[src/rtl/core/ipv4p_pkg.sv]
// Shared types, codes and character helpers for the IPv4 dotted-address parser.
// No dependencies; imported by ipv4p_step and ipv4_dotted_address_parser_unit.
`timescale 1ns / 1ps
`default_nettype none

package ipv4p_pkg;

    localparam int unsigned AddrW    = 32;
    localparam int unsigned CharW    = 8;
    localparam int unsigned NumSaved = 3;
    localparam int unsigned CountW   = 2;

    localparam logic [CharW-1:0] ChNul   = 8'h00;
    localparam logic [CharW-1:0] ChTab   = 8'h09;
    localparam logic [CharW-1:0] ChCr    = 8'h0D;
    localparam logic [CharW-1:0] ChSpace = 8'h20;
    localparam logic [CharW-1:0] ChDot   = 8'h2E;
    localparam logic [CharW-1:0] ChZero  = 8'h30;
    localparam logic [CharW-1:0] ChNine  = 8'h39;
    localparam logic [CharW-1:0] ChUpA   = 8'h41;
    localparam logic [CharW-1:0] ChUpF   = 8'h46;
    localparam logic [CharW-1:0] ChLoA   = 8'h61;
    localparam logic [CharW-1:0] ChLoF   = 8'h66;
    localparam logic [CharW-1:0] ChUpX   = 8'h58;
    localparam logic [CharW-1:0] ChLoX   = 8'h78;

    localparam logic [AddrW-1:0] Max24 = 32'h00FF_FFFF;
    localparam logic [AddrW-1:0] Max16 = 32'h0000_FFFF;
    localparam logic [AddrW-1:0] Max8  = 32'h0000_00FF;

    typedef enum logic [2:0] {
        PH_START = 3'd0,
        PH_ZERO  = 3'd1,
        PH_NUM   = 3'd2,
        PH_DONE  = 3'd3,
        PH_ERR   = 3'd4
    } phase_t;

    typedef enum logic [1:0] {
        BASE_DEC = 2'd0,
        BASE_OCT = 2'd1,
        BASE_HEX = 2'd2
    } base_t;

    typedef struct packed {
        logic [CharW-1:0] character;
        logic             last_char;
    } in_item_t;

    typedef struct packed {
        logic             parse_ok;
        logic [AddrW-1:0] address;
    } out_item_t;

    typedef struct packed {
        phase_t            phase;
        logic [AddrW-1:0]  value;
        base_t             base;
        logic [CountW-1:0] part_count;
    } parse_state_t;

    typedef logic [NumSaved-1:0][AddrW-1:0] saved_parts_t;

    typedef struct packed {
        logic              en;
        logic [CountW-1:0] idx;
        logic [AddrW-1:0]  value;
    } save_req_t;

    function automatic logic is_dec(input logic [CharW-1:0] c);
        return (c >= ChZero) && (c <= ChNine);
    endfunction

    function automatic logic is_space(input logic [CharW-1:0] c);
        return (c == ChSpace) || ((c >= ChTab) && (c <= ChCr));
    endfunction

    function automatic logic is_hex_letter(input logic [CharW-1:0] c);
        return ((c >= ChLoA) && (c <= ChLoF)) || ((c >= ChUpA) && (c <= ChUpF));
    endfunction

endpackage

`default_nettype wire

[src/rtl/core/ipv4p_step.sv]
// One parser step: next state for a character, part save request, and the
// packed result when the character ends the text. Uses ipv4p_pkg.
`timescale 1ns / 1ps
`default_nettype none

module ipv4p_step (
    input  wire ipv4p_pkg::parse_state_t state_cur,
    input  wire ipv4p_pkg::saved_parts_t saved,
    input  wire ipv4p_pkg::in_item_t     item,
    output ipv4p_pkg::parse_state_t      state_next,
    output ipv4p_pkg::save_req_t         save_req,
    output ipv4p_pkg::out_item_t         result
);
    import ipv4p_pkg::*;

    logic [CharW-1:0] c;
    logic [3:0]       digit;
    logic [3:0]       hex_nib;
    base_t            eff_base;
    logic [AddrW-1:0] scaled;
    logic [AddrW-1:0] fin_value;
    logic             fin_done;
    logic             ok;

    assign c       = item.character;
    assign digit   = c[3:0];
    assign hex_nib = c[3:0] + 4'd9;   // 'a'/'A' have low nibble 1

    // after a leading zero the part is octal unless an x follows
    assign eff_base = (state_cur.phase == PH_ZERO) ? BASE_OCT : state_cur.base;

    always_comb begin
        case (eff_base)
            BASE_DEC: scaled = (state_cur.value << 3) + (state_cur.value << 1);
            BASE_OCT: scaled = state_cur.value << 3;
            default:  scaled = state_cur.value << 4;
        endcase
    end

    always_comb begin
        logic num_step;
        num_step   = 1'b0;
        state_next = state_cur;
        save_req   = '{en: 1'b0, idx: state_cur.part_count, value: state_cur.value};

        unique case (state_cur.phase)
            PH_START: begin
                if (!is_dec(c)) begin
                    state_next.phase = PH_ERR;
                end else if (c == ChZero) begin
                    state_next.value = '0;
                    state_next.phase = PH_ZERO;
                end else begin
                    state_next.value = {{(AddrW-4){1'b0}}, digit};
                    state_next.base  = BASE_DEC;
                    state_next.phase = PH_NUM;
                end
            end
            PH_ZERO: begin
                state_next.phase = PH_NUM;
                if (c == ChLoX || c == ChUpX) begin
                    state_next.base = BASE_HEX;
                end else begin
                    state_next.base = BASE_OCT;
                    num_step        = 1'b1;
                end
            end
            PH_NUM:  num_step = 1'b1;
            PH_DONE: ;
            default: state_next.phase = PH_ERR;
        endcase

        if (num_step) begin
            if (is_dec(c)) begin
                state_next.value = scaled + {{(AddrW-4){1'b0}}, digit};
            end else if (eff_base != BASE_DEC && eff_base != BASE_OCT && is_hex_letter(c)) begin
                state_next.value = {state_cur.value[AddrW-5:0], hex_nib};
            end else if (c == ChDot) begin
                if (state_cur.part_count == CountW'(NumSaved)) begin
                    state_next.phase = PH_ERR;
                end else begin
                    save_req.en           = 1'b1;
                    state_next.part_count = state_cur.part_count + 1'b1;
                    state_next.phase      = PH_START;
                end
            end else if (c == ChNul || is_space(c)) begin
                state_next.phase = PH_DONE;
            end else begin
                state_next.phase = PH_ERR;
            end
        end

        // end of text acts as a NUL: any part in progress completes
        fin_value = state_next.value;
        fin_done  = (state_next.phase == PH_ZERO) || (state_next.phase == PH_NUM) ||
                    (state_next.phase == PH_DONE);

        case (state_next.part_count)
            2'd0: ok = 1'b1;
            2'd1: ok = (fin_value <= Max24) && (saved[0] <= Max8);
            2'd2: ok = (fin_value <= Max16) && (saved[0] <= Max8) && (saved[1] <= Max8);
            default: ok = (fin_value <= Max8) && (saved[0] <= Max8) &&
                          (saved[1] <= Max8) && (saved[2] <= Max8);
        endcase
        ok = ok && fin_done;

        result.parse_ok = ok;
        case (state_next.part_count)
            2'd0: result.address = fin_value;
            2'd1: result.address = fin_value | {saved[0][7:0], 24'd0};
            2'd2: result.address = fin_value | {saved[0][7:0], saved[1][7:0], 16'd0};
            default: result.address = fin_value |
                                      {saved[0][7:0], saved[1][7:0], saved[2][7:0], 8'd0};
        endcase
        if (!ok) begin
            result.address = '0;
        end

        if (item.last_char) begin
            state_next.phase      = PH_START;
            state_next.value      = '0;
            state_next.base       = BASE_DEC;
            state_next.part_count = '0;
        end
    end

endmodule

`default_nettype wire

[src/rtl/core/ipv4_dotted_address_parser_unit.sv]
// Streaming inet_aton style IPv4 address parser, one character per item.
// Top level; uses ipv4p_pkg and ipv4p_step.
`timescale 1ns / 1ps
`default_nettype none

// Each character item passes through an input register and the combinational
// parse logic; the item flagged last_char also loads the result register, so
// one result comes out per text, registered once its last character leaves
// the input register. A new item is accepted every cycle; only a last item
// waits, and then only while an earlier result is still unread. Parts may be
// hex (0x), octal (leading 0, digits 8 and 9 also taken) or decimal, in the
// forms a, a.b, a.b.c or a.b.c.d. On error parse_ok is 0 and address is zero.
module ipv4_dotted_address_parser_unit (
    input  wire                  aclk,
    input  wire                  aresetn,
    input  wire                  s_valid,
    output logic                 s_ready,
    input  wire ipv4p_pkg::in_item_t  s_item,
    output logic                 m_valid,
    input  wire                  m_ready,
    output ipv4p_pkg::out_item_t m_item
);
    import ipv4p_pkg::*;

    logic         in_valid_reg;
    in_item_t     in_item_reg;
    logic         out_valid_reg;
    out_item_t    out_item_reg;
    parse_state_t state_reg;
    parse_state_t state_next;
    saved_parts_t saved_parts_reg;
    save_req_t    save_req;
    out_item_t    result;
    logic         proceed;

    // a non-last item produces nothing, so it never waits on the output side
    assign proceed = in_valid_reg &&
                     (!in_item_reg.last_char || !out_valid_reg || m_ready);
    assign s_ready = !in_valid_reg || proceed;
    assign m_valid = out_valid_reg;
    assign m_item  = out_item_reg;

    ipv4p_step u_step (
        .state_cur  (state_reg),
        .saved      (saved_parts_reg),
        .item       (in_item_reg),
        .state_next (state_next),
        .save_req   (save_req),
        .result     (result)
    );

    always_ff @(posedge aclk) begin
        if (!aresetn) begin
            in_valid_reg <= 1'b0;
        end else if (s_ready) begin
            in_valid_reg <= s_valid;
        end
    end

    always_ff @(posedge aclk) begin
        if (s_valid && s_ready) begin
            in_item_reg <= s_item;
        end
    end

    always_ff @(posedge aclk) begin
        if (!aresetn) begin
            state_reg <= '{phase: PH_START, value: '0, base: BASE_DEC, part_count: '0};
        end else if (proceed) begin
            state_reg <= state_next;
        end
    end

    always_ff @(posedge aclk) begin
        for (int i = 0; i < NumSaved; i++) begin
            if (proceed && save_req.en && save_req.idx == CountW'(i)) begin
                saved_parts_reg[i] <= save_req.value;
            end
        end
    end

    always_ff @(posedge aclk) begin
        if (!aresetn) begin
            out_valid_reg <= 1'b0;
        end else if (proceed && in_item_reg.last_char) begin
            out_valid_reg <= 1'b1;
        end else if (m_ready) begin
            out_valid_reg <= 1'b0;
        end
    end

    always_ff @(posedge aclk) begin
        if (proceed && in_item_reg.last_char) begin
            out_item_reg <= result;
        end
    end

`ifndef SYNTHESIS
    a_fail_zero: assert property (@(posedge aclk) disable iff (!aresetn)
        out_valid_reg && !out_item_reg.parse_ok |-> out_item_reg.address == '0)
        else $error("failed parse carries nonzero address");

    a_no_overwrite: assert property (@(posedge aclk) disable iff (!aresetn)
        proceed && in_item_reg.last_char |-> !out_valid_reg || m_ready)
        else $error("unread result overwritten");

    a_rearm: assert property (@(posedge aclk) disable iff (!aresetn)
        proceed && in_item_reg.last_char |=>
            state_reg.phase == PH_START && state_reg.part_count == '0)
        else $error("parser not rearmed after end of text");

    a_done_holds: assert property (@(posedge aclk) disable iff (!aresetn)
        proceed && !in_item_reg.last_char && state_reg.phase == PH_DONE |=>
            state_reg.phase == PH_DONE && $stable(state_reg.value))
        else $error("characters after stop changed the value");
`endif

endmodule

`default_nettype wire
[config.mk]
export PLATFORM = sky130hd
export DESIGN_NAME = ipv4_dotted_address_parser_unit
export DESIGN_NICKNAME = d
export VERILOG_FILES = /design/src/rtl/core/ipv4p_pkg.sv /design/src/rtl/core/ipv4p_step.sv /design/src/rtl/core/ipv4_dotted_address_parser_unit.sv
export SDC_FILE = /design/constraint.sdc
export NUM_CORES = 1
export LEC_CHECK = 0
export ABC_CLOCK_PERIOD_IN_PS = 10500
export BUFFER_PORTS_ARGS = -buffer_cell sky130_fd_sc_hd__buf_2
export CELL_PAD_IN_SITES_DETAIL_PLACEMENT = 1
export CELL_PAD_IN_SITES_GLOBAL_PLACEMENT = 2
export CORE_AREA = 2 2 164 166
export DETAILED_ROUTE_END_ITERATION = 6
export DIE_AREA = 0 0 166 168
export PLACE_DENSITY_LB_ADDON = 0.2
export RECOVER_POWER = 25
export SKIP_CTS_REPAIR_TIMING = 1
export SLEW_MARGIN = 20
export SYNTH_ARGS = -nofsm -noshare
export SYNTH_HDL_FRONTEND = slang
export SYNTH_SLANG_ARGS = --single-unit
[constraint.sdc]
create_clock -name aclk -period 10.5 [get_ports aclk]
set_clock_uncertainty 0.1 [all_clocks]
set_input_delay 1.575 -clock aclk [delete_from_list [all_inputs] [get_ports aclk]]
set_output_delay 1.575 -clock aclk [all_outputs]
set_load 0.01 [all_outputs]
==> metrics <==
post-route antenna net violation count 0; fin nets 1246; PortBufs 47; Die ar. 27900 sq um; Clock transition at path regs 0.08 ns; Antenna Cells 0; max FFs per register 96; first-pass GRT wire length 62400 um; Setup crit start state_reg[16]; WL met2 18000 um; core box area 26400 sq um; Worst Path Required 10.58 ns; H-Tree Level Count 4; M1 WL 18500 um; largest net degree at the start of global routing 42; Syn Inst Count 1174; num ports 48; max_cap viols 0; wire per inst 26.5 um; cts bufs inserted 17; CP max stage cell nor4_1; r2r endpoint m_item[9]; num rows 60; CP Depth 15; commonest cells after routing, fill and taps aside edfxtp_1, nand2_1, a21oi_1; CP Buf/Inv Count 2; Clk Latency, worst-skew pair 0.44 ns; Die X 166 um; Die H 168 um; synth warn 0; initial antenna violation count 0; Max FO, Critical Path 33; r2r setup slk 4.20 ns; synth-to-layout area growth 10.8%; Final Critical Period 6.30 ns; status complete, no violations; sequential-to-total area share from yosys stat 44.8%; vias 10.1k; worst stage delay on the critical path 0.89 ns; final hold violation count 0; most common cell after layout, fill and taps aside edfxtp_1; Pre-Repair DR Iteration Count 7; CTS sink cnt 179; Setup Viol. Count Final 0; grt ovf 0; layout cells sized above 1 11.0%; met3 WL 2960 um; origin of the critical flop-to-flop path state_reg[16]; gr usage total 29.2%; Startpoint Class register; DR iter-0 viols 1024; DRC viols 0; Max Slew Vio Count 0; crit-path cells clkbuf_1 > ha_1 > a21oi_1 > o21ai_0 > a21o_1 > o21ai_0 > a21oi_1 > or4_1 > nor4_1 > a41oi_1 > o31ai_1 > a2111oi_2 > a41oi_2 > buf_4 > nor3_1; HPWL after detailed placement 29300 um; Vias/cell 6.52; WS Path Type reg -> reg; Post-Syn Nets 1225; vias in the first global route 9909; delay-heaviest family, CP compound AO/OA/AOI/OAI gates; Post-synth ARST share 0%; Post-synth EDFFs 138; CP endpoint m_item[9]; Rel. slew slack 32.2%; leakage power 0.00422 uW; mapped cell area 11100 sq um; CTS tree built; worst hold-check path type reg -> reg; Cell Pwr Density 121 nW/um^2; Yosys reg bits 179; Main synth FF type edfxtp_1; fmax 0.159 GHz; final instance area 12300 sq um; Final Wtd Congestion 0.868; synth unique cells 86; Worst-Margin Slew 1.02 ns; CP Capture Type register; period utilization 60.0%; Post-DP Area 11700 sq um; Reg2Reg Depth 15; clk buf depth 2; Mean Syn Cell Area 9.43 sq um; worst IR drop on VDD 119 uV; setup tns final 0 ns; Critical Path AT 6.38 ns; Clk Tree Root Cell clkbuf_16; DRT Wirelength 41000 um; RSZ-0062 raised after global routing no; DR top layer met4; Initial Util 42.0%; Min Hold Slack 0.466 ns
## worst min path at each step
stage                  start  slack (ns)                  end  cells past startpoint
6_report        in_valid_reg        0.47         in_valid_reg                      2
5_1_grt         in_valid_reg        0.52         in_valid_reg                      2
4_1_cts         in_valid_reg        0.47         in_valid_reg                      2
3_5_place_dp    in_valid_reg        0.45         in_valid_reg                      2
3_3_place_gp    in_valid_reg        0.44         in_valid_reg                      2
2_1_floorplan  state_reg[35]        0.37  saved_parts_reg[31]                      0
## final cells by class
| cell class | count | area, sq um |
|---|---|---|
| Clock buffer | 17 | 425 |
| Tap cell | 341 | 427 |
| Sequential cell | 179 | 4960 |
| Timing Repair Buffer | 74 | 400 |
| Inverter | 14 | 52.6 |
| Multi-Input combinational cell | 909 | 5780 |
| Fill cell | 3002 | 14100 |
| Clock inverter | 15 | 216 |
## cell families (layout without fill, tap and decap cells)
family,after synthesis,after routing,synth area share [%]
AOI/OAI and AO/OA,358,358,21.6
buffers and inverters,86,120,3.31
muxes,15,15,1.40
adders and majority gates,38,38,4.43
and+or+nand+nor,479,479,22.9
DFF,179,179,44.8
xor gates and xnor gates,19,19,1.50
## routing by layer
metal	global-route usage, %	up-vias
met1	41.5	5038
li1	-	4592
met5	0	-
met3	4.42	84
met4	11.7	0
met2	44.9	380
## metrics by stage
step / total power [uW] / instances / util, % / worst slack [ns]
2_1_floorplan: 803 / 1174 / - / 5.56
3_3_place_gp: 818 / 1517 / 44.2 / 4.62
3_5_place_dp: 819 / 1517 / 44.2 / 4.57
4_1_cts: 1490 / 1549 / 46.7 / 4.53
5_1_grt: 1510 / 1549 / 46.6 / 3.93
6_report: 1480 / 1549 / 46.6 / 4.20
## synthesized netlist by cell type, types with 14 or more instances
cell type  count  share of area (%)
edfxtp_1     138                 37
nand3_1       29                1.3
nor4_1        38                2.1
o21ai_0       64                2.9
and2_1        26                1.5
o22ai_1       19                1.1
nor3_1        56                2.5
nor2b_1       30                1.7
buf_2         17               0.77
nand4_1       23                1.3
a22oi_1       30                2.0
clkbuf_1      45                1.5
ha_1          36                4.1
nor2_1        82                2.8
nand2_1      102                3.5
dfxtp_1       41                7.4
a211oi_1      16                1.1
a21o_1        17                1.2
inv_1         14               0.47
and3_1        17               0.96
or3_1         19                1.1
a21oi_1       96                4.3
## power by group
part	switching [uW]	leakage (uW)	internal [uW]
sequential	5.94	0.00159	759
combinational	25.7	0.00232	12.7
clock	344	0.000306	333
## tightest hold or removal path: cells and delay by family, from the launching register on
kind / cells / cell delay (ns)
and+or+nand+nor: 1 / 0.09
AOI/OAI and AO/OA: 1 / 0.08
DFF: 1 / 0.35
No activity file was read; power rests on OpenSTA's default activity.
